### src/input_restricted_deque_defines.svh
// Assertion macros for the deque block.
// Each macro assumes clk and rst_n are visible in the enclosing module.
`ifndef INPUT_RESTRICTED_DEQUE_DEFINES_SVH
`define INPUT_RESTRICTED_DEQUE_DEFINES_SVH
`ifndef SYNTHESIS
// Check a condition at every clock edge outside reset
`define IDQ_ASSERT(label, prop, msg) \
  label: assert property (@(posedge clk) disable iff (!rst_n) (prop)) else $error(msg);
// Check that a trigger is followed by a condition in the next cycle
`define IDQ_ASSERT_NXT(label, trig, prop, msg) \
  label: assert property (@(posedge clk) disable iff (!rst_n) (trig) |=> (prop)) else $error(msg);
`else
`define IDQ_ASSERT(label, prop, msg)
`define IDQ_ASSERT_NXT(label, trig, prop, msg)
`endif
`endif

### src/idq_pkg.sv
`default_nettype none

package idq_pkg;

  // Ring geometry
  localparam int DEPTH = 8;
  localparam int AW    = (DEPTH > 1) ? $clog2(DEPTH) : 1;
  localparam int CW    = $clog2(DEPTH + 1);

  // Command codes
  localparam logic [1:0] CMD_INSERT    = 2'd0;
  localparam logic [1:0] CMD_DEL_REAR  = 2'd1;
  localparam logic [1:0] CMD_DEL_FRONT = 2'd2;
  localparam logic [1:0] CMD_TRAVERSE  = 2'd3;

  // Result status codes
  localparam logic [1:0] ST_OK       = 2'd0;
  localparam logic [1:0] ST_OVERFLOW = 2'd1;
  localparam logic [1:0] ST_EMPTY    = 2'd2;

  typedef struct packed {
    logic [1:0]         cmd;
    logic signed [31:0] value;
  } in_item_t;

  typedef struct packed {
    logic signed [31:0] data;
    logic [1:0]         status;
    logic               last;
  } out_item_t;

  // Decoded command as it leaves the front queue
  typedef struct packed {
    logic               ins;
    logic               del_rear;
    logic               del_front;
    logic               trav;
    logic signed [31:0] value;
  } work_t;

  // Front-to-back handshake
  typedef struct packed {
    logic  valid;
    work_t work;
  } work_ch_t;

endpackage

`default_nettype wire

### src/idq_front.sv
`default_nettype none

module idq_front (
  input  wire logic             clk,
  input  wire logic             rst_n,
  input  wire logic             in_push,
  output logic                  in_full,
  input  wire idq_pkg::in_item_t in_item,
  output idq_pkg::work_ch_t     work_ch,
  input  wire logic             work_pop
);
  import idq_pkg::*;

  work_t      q_r [2];
  logic       wr_ptr_r, wr_ptr_nxt;
  logic       rd_ptr_r, rd_ptr_nxt;
  logic [1:0] cnt_r, cnt_nxt;
  logic       push, pop;
  work_t      dec;

  // Decode the command into one-hot flags
  always_comb begin
    dec          = '0;
    dec.value    = in_item.value;
    unique case (in_item.cmd)
      CMD_INSERT:    dec.ins       = 1'b1;
      CMD_DEL_REAR:  dec.del_rear  = 1'b1;
      CMD_DEL_FRONT: dec.del_front = 1'b1;
      CMD_TRAVERSE:  dec.trav      = 1'b1;
      default:       dec.trav      = 1'b1;
    endcase
  end

  assign in_full = (cnt_r == 2'd2);
  assign push    = in_push && !in_full;
  assign pop     = work_pop && (cnt_r != 2'd0);

  assign work_ch.valid = (cnt_r != 2'd0);
  assign work_ch.work  = q_r[rd_ptr_r];

  // Advance pointers and count
  always_comb begin
    wr_ptr_nxt = push ? ~wr_ptr_r : wr_ptr_r;
    rd_ptr_nxt = pop ? ~rd_ptr_r : rd_ptr_r;
    cnt_nxt    = cnt_r + {1'b0, push} - {1'b0, pop};
  end

  always_ff @(posedge clk) begin
    if (!rst_n) begin
      wr_ptr_r <= 1'b0;
      rd_ptr_r <= 1'b0;
      cnt_r    <= 2'd0;
    end else begin
      wr_ptr_r <= wr_ptr_nxt;
      rd_ptr_r <= rd_ptr_nxt;
      cnt_r    <= cnt_nxt;
    end
  end

  // Hold the queued commands
  always_ff @(posedge clk) begin
    if (push) begin
      q_r[wr_ptr_r] <= dec;
    end
  end

endmodule

`default_nettype wire

### src/idq_back.sv
`default_nettype none
`include "input_restricted_deque_defines.svh"

module idq_back (
  input  wire logic              clk,
  input  wire logic              rst_n,
  input  wire idq_pkg::work_ch_t work_ch,
  output logic                   work_pop,
  output logic                   out_empty,
  input  wire logic              out_pop,
  output idq_pkg::out_item_t     out_item
);
  import idq_pkg::*;

  localparam logic          S_IDLE   = 1'b0;
  localparam logic          S_EMIT   = 1'b1;
  localparam logic [AW-1:0] LAST_IDX = AW'(DEPTH - 1);
  localparam logic [CW-1:0] FULL_CNT = CW'(DEPTH);
  localparam logic [CW-1:0] ONE_CNT  = CW'(1);

  // Ring storage and its pointers
  logic signed [31:0] mem [DEPTH];
  logic signed [31:0] rd_data_r;
  logic [AW-1:0]      head_r, head_nxt;
  logic [AW-1:0]      tail_r, tail_nxt;
  logic [CW-1:0]      fill_r, fill_nxt;
  logic [AW-1:0]      pos_r, pos_nxt;
  logic [CW-1:0]      rem_r, rem_nxt;
  logic               state_r, state_nxt;
  logic               wr_en, rd_en;
  logic [AW-1:0]      rd_addr;

  // Result queue
  out_item_t  rq_r [2];
  logic       rq_wr_r, rq_rd_r;
  logic [1:0] rq_cnt_r;
  logic       rq_push, rq_pop, rq_space;
  out_item_t  res;

  function automatic logic [AW-1:0] ptr_inc(input logic [AW-1:0] p);
    ptr_inc = (p == LAST_IDX) ? '0 : p + AW'(1);
  endfunction

  function automatic logic [AW-1:0] ptr_dec(input logic [AW-1:0] p);
    ptr_dec = (p == '0) ? LAST_IDX : p - AW'(1);
  endfunction

  assign rq_space  = (rq_cnt_r != 2'd2);
  assign rq_pop    = out_pop && (rq_cnt_r != 2'd0);
  assign out_empty = (rq_cnt_r == 2'd0);
  assign out_item  = rq_r[rq_rd_r];

  // Sequence one command at a time
  always_comb begin
    head_nxt  = head_r;
    tail_nxt  = tail_r;
    fill_nxt  = fill_r;
    pos_nxt   = pos_r;
    rem_nxt   = rem_r;
    state_nxt = state_r;
    wr_en     = 1'b0;
    rd_en     = 1'b0;
    rd_addr   = head_r;
    work_pop  = 1'b0;
    rq_push   = 1'b0;
    res       = '{data: '0, status: ST_OK, last: 1'b1};
    unique case (state_r)
      S_IDLE: begin
        if (work_ch.valid && rq_space) begin
          work_pop = 1'b1;
          priority if (work_ch.work.ins) begin
            rq_push = 1'b1;
            if (fill_r == FULL_CNT) begin
              res.status = ST_OVERFLOW;
            end else begin
              wr_en    = 1'b1;
              tail_nxt = ptr_inc(tail_r);
              fill_nxt = fill_r + ONE_CNT;
            end
          end else if (fill_r == '0) begin
            // any removal or walk on an empty ring
            rq_push    = 1'b1;
            res.status = ST_EMPTY;
          end else if (work_ch.work.del_rear) begin
            rd_en     = 1'b1;
            rd_addr   = ptr_dec(tail_r);
            tail_nxt  = ptr_dec(tail_r);
            fill_nxt  = fill_r - ONE_CNT;
            rem_nxt   = ONE_CNT;
            state_nxt = S_EMIT;
          end else if (work_ch.work.del_front) begin
            rd_en     = 1'b1;
            rd_addr   = head_r;
            head_nxt  = ptr_inc(head_r);
            fill_nxt  = fill_r - ONE_CNT;
            rem_nxt   = ONE_CNT;
            state_nxt = S_EMIT;
          end else begin
            rd_en     = 1'b1;
            rd_addr   = head_r;
            pos_nxt   = ptr_inc(head_r);
            rem_nxt   = fill_r;
            state_nxt = S_EMIT;
          end
        end
      end
      S_EMIT: begin
        if (rq_space) begin
          rq_push  = 1'b1;
          res.data = rd_data_r;
          res.last = (rem_r == ONE_CNT);
          rem_nxt  = rem_r - ONE_CNT;
          if (rem_r == ONE_CNT) begin
            state_nxt = S_IDLE;
          end else begin
            rd_en   = 1'b1;
            rd_addr = pos_r;
            pos_nxt = ptr_inc(pos_r);
          end
        end
      end
      default: state_nxt = S_IDLE;
    endcase
  end

  always_ff @(posedge clk) begin
    if (!rst_n) begin
      state_r  <= S_IDLE;
      head_r   <= '0;
      tail_r   <= '0;
      fill_r   <= '0;
      pos_r    <= '0;
      rem_r    <= '0;
      rq_wr_r  <= 1'b0;
      rq_rd_r  <= 1'b0;
      rq_cnt_r <= 2'd0;
    end else begin
      state_r  <= state_nxt;
      head_r   <= head_nxt;
      tail_r   <= tail_nxt;
      fill_r   <= fill_nxt;
      pos_r    <= pos_nxt;
      rem_r    <= rem_nxt;
      rq_wr_r  <= rq_push ? ~rq_wr_r : rq_wr_r;
      rq_rd_r  <= rq_pop ? ~rq_rd_r : rq_rd_r;
      rq_cnt_r <= rq_cnt_r + {1'b0, rq_push} - {1'b0, rq_pop};
    end
  end

  // Write and read the ring, read data registered
  always_ff @(posedge clk) begin
    if (wr_en) begin
      mem[tail_r] <= work_ch.work.value;
    end
    if (rd_en) begin
      rd_data_r <= mem[rd_addr];
    end
  end

  // Hold waiting results
  always_ff @(posedge clk) begin
    if (rq_push) begin
      rq_r[rq_wr_r] <= res;
    end
  end

  `IDQ_ASSERT(a_fill_bound, fill_r <= FULL_CNT, "fill count beyond ring depth")
  `IDQ_ASSERT(a_empty_ptrs, (fill_r != '0) || (head_r == tail_r), "empty ring with split pointers")
  `IDQ_ASSERT(a_emit_rem, (state_r != S_EMIT) || (rem_r != '0), "emitting with nothing left")
  `IDQ_ASSERT(a_rq_bound, rq_cnt_r <= 2'd2, "result queue overrun")
  `IDQ_ASSERT_NXT(a_emit_rd, (state_r == S_IDLE) && rd_en, state_r == S_EMIT, "read without emit")

endmodule

`default_nettype wire

### src/input_restricted_deque.sv
// Path: an insert or empty-ring result goes from the front queue to the result queue;
// a delete first passes through the registered ring read. While the result queue has
// space the deque takes one insert per cycle and a walk emits one value per cycle after
// the first ring read; a delete holds the back end until its value is emitted.
// Reset: synchronous, active low; clears pointers, fill count and both queues.
// Slot contents are not cleared.
`default_nettype none

module input_restricted_deque (
  input  wire logic               clk,
  input  wire logic               rst_n,
  input  wire logic               push,
  output logic                    full,
  input  wire idq_pkg::in_item_t  in_item,
  output logic                    empty,
  input  wire logic               pop,
  output idq_pkg::out_item_t      out_item
);
  import idq_pkg::*;

  work_ch_t work_ch;
  logic     work_pop;

  // Accept and decode commands
  idq_front u_front (
    .clk      (clk),
    .rst_n    (rst_n),
    .in_push  (push),
    .in_full  (full),
    .in_item  (in_item),
    .work_ch  (work_ch),
    .work_pop (work_pop)
  );

  // Carry out commands on the ring
  idq_back u_back (
    .clk       (clk),
    .rst_n     (rst_n),
    .work_ch   (work_ch),
    .work_pop  (work_pop),
    .out_empty (empty),
    .out_pop   (pop),
    .out_item  (out_item)
  );

endmodule

`default_nettype wire
### config.mk
export PLATFORM = sky130hd
export DESIGN_NAME = input_restricted_deque
export DESIGN_NICKNAME = d
export VERILOG_FILES = /design/src/idq_pkg.sv /design/src/idq_front.sv /design/src/idq_back.sv /design/src/input_restricted_deque.sv
export VERILOG_INCLUDE_DIRS = /design/src /design/src/src
export SDC_FILE = /design/constraint.sdc
export NUM_CORES = 1
export LEC_CHECK = 0
export ABC_CLOCK_PERIOD_IN_PS = 4950
export BUFFER_PORTS_ARGS = -buffer_cell sky130_fd_sc_hd__buf_2
export CAP_MARGIN = 20
export CORE_MARGIN = 5
export CORE_UTILIZATION = 35
export CTS_CLUSTER_SIZE = 20
export DETAILED_ROUTE_END_ITERATION = 8
export GPL_TIMING_DRIVEN = 0
export HOLD_SLACK_MARGIN = 0.03
export SLEW_MARGIN = 20
export SYNTH_ARGS = -nofsm -noshare
export SYNTH_HDL_FRONTEND = slang
export SYNTH_HIERARCHICAL = 1
export SYNTH_SLANG_ARGS = --single-unit
### constraint.sdc
create_clock -name clk -period 4.95 [get_ports clk]
set_input_delay 0.99 -clock clk [delete_from_list [all_inputs] [get_ports clk]]
set_output_delay 0.99 -clock clk [all_outputs]
set_load 0.02 [all_outputs]
### Word-level counts from Yosys, hierarchy flattened

Memories as Yosys holds them, arrays and structs flattened. A register that Yosys moved wholly into a read port is not among the register bits.
Cells that the tools add are included.

| word-level totals | value |
|---|---|
| bits in registers | 26 |
| bits in latches | 0 |
| memory bits (writable) | 398 |
| memory bits (read-only) | 0 |
| input port bits | 38 |
| output and inout port bits | 37 |
| word-level logic and storage cells | 148 |
| memories | 3 |

Memory list:

| memory | depth | width | read ports | clocked after Yosys merged registers in | write ports | RTL line | source |
|---|---|---|---|---|---|---|---|
| u_back.mem | 8 | 32 | 1 | 1 | 1 | idq_back.sv:22 | `logic signed [31:0] mem [DEPTH];` |
| u_front.q_r | 2 | 36 | 1 | 1 | 1 | idq_front.sv:14 | `work_t q_r [2];` |
| u_back.rq_r | 2 | 35 | 1 | 1 | 1 | idq_back.sv:34 | `out_item_t rq_r [2];` |

| cells by class | value |
|---|---|
| $add $sub $neg | 11 |
| multipliers | 0 |
| divide/modulo/power cells | 0 |
| magnitude comparators | 0 |
| equal/unequal tests | 19 |
| shifts and indexed selects | 0 |
| multiplexer cells | 77 |
| bitwise logic cells | 8 |
| reduce and logical (&&, ||, !) cells | 18 |

Operators by type and width:

| kind | number |
|---|---|
| $mux 32 | 2 |
| $mux 3 | 21 |
| $mux 4 | 11 |
| $mux 1 | 33 |
| $ne 2x2->1 const B | 8 |
| $pmux 3 s2 | 2 |
| $reduce_and 5->1 | 2 |
| $add 3x1->3 const B | 3 |
| $eq 3x3->1 const B | 3 |
| $mux 2 | 4 |
| $not 1->1 | 8 |
| $pmux 4 s2 | 1 |
| $sub 4x1->4 const B | 2 |
| $reduce_and 7->1 | 1 |
| $eq 2x2->1 const B | 3 |
| $pmux 1 s2 | 3 |
| $reduce_and 6->1 | 1 |
| $reduce_bool 2->1 | 3 |
| $add 2x1->2 | 2 |
| $add 4x1->4 const B | 1 |
| $eq 4x1->1 const B | 1 |
| $eq 4x4->1 const B | 1 |
| $logic_and 1x1->1 | 4 |
| $logic_not 2->1 | 2 |
| other kinds (9) | 11 |

### Depth between registers and ports, before layout

Gate-level depths: netlist of the first run.

| depth | value |
|---|---|
| depth in word-level cells | 8 |
| mapped depth | 12 |

### By module

The synthesis of the first run kept the hierarchy.

By module, submodules not included:

| module | instances | cells each | area an instance (um^2) | sequential area each (um^2) |
|---|---|---|---|---|
| idq_back | 1 | 744 | 15127.0 | 11210.8 |
| idq_front | 1 | 144 | 3016.6 | 2262.2 |

### Worst setup path after synthesis of the first run

Ideal clock, no wire load.

| path | value |
|---|---|
| path kind | register -> register |
| start | register u_front.cnt_r[1] |
| end | memory u_back.mem[0][0] (enable) |
| data arrival time | 3426 ps |
| data required time | 4489 ps |
| slack | 1063 ps |
| stages on the path, launching flop included | 8 |
| buffers on the path | 0 |
| cells stage by stage | dfxtp_1 or2_2 nor2b_1 nand2_1 inv_1 and3_1 nand2_1 nor3_1 |

RTL lines:

| element | RTL line | source |
|---|---|---|
| start, declared | idq_front.sv:17 | `logic [1:0] cnt_r, cnt_nxt;` |
| start signal, assigned | idq_front.sv:56 | `cnt_r <= cnt_nxt;` |
| end, declared | idq_back.sv:22 |  |

==> impl_metrics.py, run 1 <==
metrics = {
    "status": {
        "status": "complete, no violations",
    },
    "detailed_routing": {
        "wl_um": 34200,
        "postRouteAntennaNets": 0,
        "top_layer_used": "met5",
        "met2WireLength_um": 16800,
        "wl_met1_um": 15000,
        "wl_per_cell_um": 19.7,
        "dr.pass1.iters": 5,
        "drcViolationCount": 0,
        "route.vias.total": 8314,
        "wl_met3_um": 1710,
        "drt_iter0_markers": 516,
        "avgViaCountPerCell": 4.78,
    },
    "final_layout": {
        "fin_util": 0.413,
        "area_delta_synth_final_pct": 17.1,
        "drive_gt1_frac": 0.290,
        "fin_area_mm2": 0.0212,
        "layout.nets": 1083,
        "fill_cells": 4432,
    },
    "hold_path": {
        "hp-class": "flop to flop",
        "worstHoldStart": "u_front/wr_ptr_r$_SDFFE_PN0P_",
    },
    "floorplanning": {
        "fp.dieW_um": 237,
        "dieArea_mm2": 0.0563,
        "coreArea_mm2": 0.0512,
        "fp.dieH_um": 237,
        "initial_utilization": 0.353,
        "num_io_pins": 75,
        "fp-row-count": 83,
    },
    "synthesis": {
        "synthCells": 884,
        "yosysWarnings": 6,
        "syn-num-nets": 939,
        "avgSynthCellArea_um2": 20.4,
        "synth_area_mm2": 0.0181,
    },
    "worst_setup_path": {
        "cp.required_ps": 5230,
        "cp_num_buf_inv": 4,
        "slowest_stage": "mux4_1",
        "crit_fanout": 10,
        "cp-end-kind": "flop",
        "startpoint_type": "flop",
        "max_stage_delay_ps": 560,
        "critical_path_cell_count": 10,
        "cp.arrival_ps": 3750,
        "endpoint": "u_back/rd_data_r[6]$_DFFE_PP_",
        "path_delay_family": "multiplexers",
        "worstSetupPathType": "flop to flop",
        "r2r_cells": 10,
        "path_cells": "buf_6, mux2_2, buf_2, inv_1, nand4_4, o32a_4, nand2_8, buf_8, mux4_1, mux2_2",
        "ff2ff_setup_slack_ps": 1480,
        "r2r-end": "u_back/rd_data_r[6]$_DFFE_PP_",
        "critical_path.most_common_cell": "mux2_2",
    },
    "placed_design": {
        "io_buffers": 74,
        "dpl.hpwl_um": 23300,
        "gp_congestion": 0.754,
        "placed_area_mm2": 0.0197,
    },
    "global_route": {
        "overflow": 0,
        "grtUsageTotal": 0.121,
        "grt_max_degree": 31,
        "grt_pass1_wl_um": 52900,
        "grt_pass1_vias": 8707,
        "grt_antenna_before_repair": 5,
    },
    "cts": {
        "clockRootBuffer": "clkbuf_16",
        "cts_setup_buffers": 0,
        "ctsHoldBuffers": 0,
        "clk_pin_slew_ps": 60,
        "numClockSinks": 456,
        "cts.htree.levels": 2,
        "clkLatencyLatePin_ps": 560,
        "cts_buffer_depth": 3,
        "cts_buffers": 45,
        "cts_resized": 0,
        "cts_tree": "yes",
    },
    "timing": {
        "fin_crit_sh": 0.702,
        "fin_crit_ps": 3470,
        "tightest_slew_ps": 750,
        "fin_hold_ws_ps": 515,
        "setup_tns_ps": 0,
        "setup_violations": 0,
        "skew_ps": 25.6,
        "drv_slew": 0,
        "hold_viol": 0,
        "relSlewSlack": 0.498,
        "rsz0062_at_grt": "no",
        "max_freq_ghz": 0.288,
    },
    "pwr": {
        "ir_drop_mv": 0.275,
        "powerDensity_mw_per_mm2": 611,
        "p_leak_nw": 7.37,
    },
    "run": {
        "maxCapViolations": 0,
    },
}
-- power by group --
part / switching [mW] / leakage [nW] / internal [mW] / total, mW
logic: 2.30 / 2.55 / 1.78 / 4.08
registers: 0.210 / 4.14 / 5.37 / 5.58
clock network: 1.36 / 0.678 / 1.90 / 3.25
-- metal layers --
metal | vias to the layer above | global-route usage
met3 | 51 | 0.0285
met1 | 4196 | 0.160
met4 | 8 | 0.0318
met5 | - | 0
met2 | 153 | 0.204
li1 | 3906 | -
-- area by class of cell --
class / instances / area, um^2 / area share
Clock inverter: 18 / 211 / 0.0100
Timing Repair Buffer: 97 / 754 / 0.0357
Tap cell: 680 / 851 / 0.0402
Multi-Input combinational cell: 372 / 4380 / 0.207
Buffer: 38 / 284 / 0.0134
Antenna cell: 3 / 7.51 / 0.000355
Inverter: 18 / 67.6 / 0.00319
Clock buffer: 58 / 1180 / 0.0560
Sequential cell: 456 / 13400 / 0.634
-- worst min-delay path by stage --
| stage | endpoint | slack, ps | depth (start not counted) |
|---|---|---|---|
| global route | u_back/pos_r[1]$_SDFFE_PN0P_ | 550 | 2 |
| global placement | u_front/wr_ptr_r$_SDFFE_PN0P_ | 460 | 2 |
| CTS | u_front/wr_ptr_r$_SDFFE_PN0P_ | 520 | 2 |
| detailed placement | u_front/rd_ptr_r$_SDFFE_PN0P_ | 500 | 2 |
| floorplan | u_front/wr_ptr_r$_SDFFE_PN0P_ | 450 | 2 |
| finish | u_front/wr_ptr_r$_SDFFE_PN0P_ | 510 | 2 |
-- layout by cell type (no fill, tap or decap), types with 4 or more instances in the layout --
master	n
a211oi_1	7
a21oi_1	11
and2_1	5
and3_1	34
buf_12	10
buf_16	6
buf_2	85
buf_4	10
buf_8	6
bufinv_16	4
clkbuf_1	27
clkbuf_16	45
clkinv_1	8
dfxtp_1	28
edfxtp_1	428
ha_1	16
inv_1	17
mux2_2	72
mux2_4	30
mux2i_1	5
mux4_1	60
nand2_1	14
nor2_1	29
nor2_4	7
nor2b_1	5
nor3_1	9
o21ai_0	6
xnor2_1	4
xor2_1	4
-- stage by stage --
step / setup WS [ps] / std cells / total power [mW]
global route: 1360 / 1737 / 13.6
CTS: 1420 / 1737 / 13.1
detailed placement: 1480 / 1661 / 9.81
finish: 1480 / 1740 / 12.9
floorplan: 1060 / 884 / 8.46
global placement: -1480 / 1638 / 9.60
-- flip-flops by register name (all words and copies together) (netlist names), named ones only --
signal / flops
u_back/fill_r: 4
u_back/mem: 256
u_back/rd_data_r: 32
u_back/rq_wr_r: 1
u_back/tail_r: 3
u_front/q_r: 70
u_back/state_r: 1
u_back/pos_r: 3
u_front/wr_ptr_r: 1
u_back/rq_rd_r: 1
u_front/rd_ptr_r: 1
u_back/head_r: 3
u_back/rq_r: 70
u_back/rem_r: 4
u_back/rq_cnt_r: 2
u_front/cnt_r: 2
-- tightest hold or removal path: cells and delay by family, from the launching register on --
kind	cells	cell delay, ps
AO/OA/AOI/OAI	1	50
flip-flops	1	350
AND/OR/NAND/NOR	1	70
Note: power is estimated with default switching activity, not from simulation.
==> inputs of run 2 (changes only) <==
--- a/config.mk
+++ b/config.mk
@@ -6,7 +6,7 @@
 export SDC_FILE = /design/constraint.sdc
 export NUM_CORES = 1
 export LEC_CHECK = 0
-export ABC_CLOCK_PERIOD_IN_PS = 4950
+export ABC_CLOCK_PERIOD_IN_PS = 3500
 export BUFFER_PORTS_ARGS = -buffer_cell sky130_fd_sc_hd__buf_2
 export CAP_MARGIN = 20
 export CORE_MARGIN = 5
==> constraint.sdc (replaced) <==
create_clock -name clk -period 3.5 [get_ports clk]
set_input_delay 0.7 -clock clk [delete_from_list [all_inputs] [get_ports clk]]
set_output_delay 0.7 -clock clk [all_outputs]
set_load 0.02 [all_outputs]
==> run 2 against run 1 <==
  * Flip-flop and latch count unchanged
  * Maximum frequency increased by 4.3%
  * Sequential share of layout area decreased by 0.69 points
  * Wire length increased by 5.6%
  * Critical path type unchanged
  * Utilization increased by 0.45 points
  * Critical endpoint is now u_back/rd_data_r[23]$_DFFE_PP_
  * Sequential power increased by 41%
  * Global-route usage increased by 0.61 points
  * Hold slack got worse by 190 ps
  * First-iteration DRC count decreased by 9.7%
  * Clock skew decreased by 10 ps
  * Via count increased by 1.7%
==> impl_metrics.py, run 2 (same netlist as run 1, synthesis figures left out) <==
metrics = {
    "worst_setup_path": {
        "crit_fanout": 10,
        "cp-end-kind": "flop",
        "startpoint_type": "flop",
        "ff2ff_setup_slack_ps": 170,
        "cp.required_ps": 3790,
        "worstSetupPathType": "flop to flop",
        "cp.arrival_ps": 3620,
    },
    "pwr": {
        "clock_power_share": 0.269,
        "p_comb_frac": 0.312,
        "p_switching_mw": 5.64,
        "netSwitchingFraction": 0.300,
        "p_int_mw": 13.2,
        "ir_drop_mv": 0.386,
        "p_leak_nw": 7.45,
        "seqPwrFrac": 0.419,
        "powerDensity_mw_per_mm2": 880,
    },
    "final_layout": {
        "largest_reg_flops": 256,
        "drive_gt1_frac": 0.298,
        "layout.nets": 1080,
        "layout_common_cells": "edfxtp_1 (428), buf_2 (85), mux2_2 (72)",
        "top_regs": "u_back/mem x256, u_back/rq_r x70, u_front/q_r x70",
        "largest_register": "u_back/mem",
        "fin_area_mm2": 0.0214,
        "layout_commonest_cell": "edfxtp_1",
        "area_delta_synth_final_pct": 18.4,
        "antenna_cells": 0,
    },
    "detailed_routing": {
        "wl_um": 36100,
        "avgViaCountPerCell": 4.86,
        "drt_iter0_markers": 466,
        "wl_per_cell_um": 20.8,
        "route.vias.total": 8458,
        "postRouteAntennaNets": 0,
        "dr.pass1.iters": 4,
        "drcViolationCount": 0,
    },
    "cts": {
        "numClockSinks": 456,
        "cts_resized": 0,
        "clockRootBuffer": "clkbuf_16",
        "cts_buffer_depth": 3,
        "ctsHoldBuffers": 0,
        "cts.htree.levels": 2,
        "cts_tree": "yes",
        "clkLatencyLatePin_ps": 560,
        "clk_pin_slew_ps": 60,
        "cts_buffers": 45,
        "cts_setup_buffers": 0,
    },
    "floorplanning": {
        "fp-row-count": 83,
        "fp.dieW_um": 237,
        "dieArea_mm2": 0.0563,
        "initial_utilization": 0.353,
        "num_io_pins": 75,
        "fp.dieH_um": 237,
        "coreArea_mm2": 0.0512,
    },
    "global_route": {
        "grt_pass1_wl_um": 54900,
        "overflow": 0,
        "grt_antenna_before_repair": 2,
        "grt_pass1_vias": 8930,
        "grt_max_degree": 26,
        "grtUsageTotal": 0.127,
    },
    "run": {
        "maxCapViolations": 0,
    },
    "timing": {
        "setup_violations": 0,
        "max_freq_ghz": 0.300,
        "skew_ps": 15.6,
        "layout_setup_ws_ps": 170,
        "fin_crit_sh": 0.951,
        "relSlewSlack": 0.467,
        "hold_viol": 0,
        "fin_crit_ps": 3330,
        "setup_tns_ps": 0,
        "rsz0062_at_grt": "no",
        "tightest_slew_ps": 796,
        "drv_slew": 0,
    },
    "placed_design": {
        "placed_area_mm2": 0.0198,
        "gp_congestion": 0.758,
        "dpl.hpwl_um": 23900,
        "place_ws_ps": 54.7,
        "io_buffers": 74,
    },
    "status": {
        "status": "complete, no violations",
    },
    "hold_path": {
        "hp-class": "primary input to flop",
    },
}
run 2: power groups by stage:
stage	Clock [mW]	Combinational [mW]	Sequential [mW]
after floorplan	0	4.03	7.94
after global placement	0	5.49	8.02
after detailed placement	0	5.96	8.01
after CTS	5.17	6.00	7.90
after global routing	5.39	6.36	7.98
final	5.05	5.87	7.89
run 2: cell type report:
class	count	area, um^2
Buffer	38	284
Clock buffer	51	1190
Clock inverter	33	387
Fill cell	4413	29800
Inverter	18	71.3
Multi-Input combinational cell	372	4390
Sequential cell	456	13400
Tap cell	680	851
Timing Repair Buffer	94	798
run 2: worst paths after layout:
kind | startpoint | to | depth (start not counted)
setup / recovery | flop | u_back/rd_data_r[23]$_DFFE_PP_ | 10
hold / removal | in_item[4] | u_front/q_r[1][4]$_DFFE_PP_ | 1
setup reg to reg | flop | u_back/rd_data_r[23]$_DFFE_PP_ | 10
hold reg to reg | u_front/rd_ptr_r$_SDFFE_PN0P_ | flop | 2
run 2: per-layer routing:
layer / vias to the layer above / part of all wire / track usage
met1: 4317 / 0.43 / 0.163
met4: 4 / 0.021 / 0.0366
met2: 165 / 0.50 / 0.222
met3: 57 / 0.046 / 0.0247
met5: - / 0.00039 / 0
li1: 3915 / - / -
run 2: through the flow:
step                power [mW]  instances  utilization  hold slack (ps)
finish                    18.8       1742        0.418              328
global route              19.7       1742        0.418              298
CTS                       19.1       1742        0.418              293
detailed placement        14.0       1658        0.387              499
global placement          13.5       1638        0.377              461
floorplan                 12.0        884            -              445
run 2: worst max-delay path, stage by stage, from the launching register on:
cell	delay (ps)
dfxtp_1	330
buf_6	200
mux2_2	360
buf_2	190
clkinvlp_4	190
nand4_4	150
o32a_4	410
nand2_8	140
buf_8	190
mux4_1	570
mux2_2	330
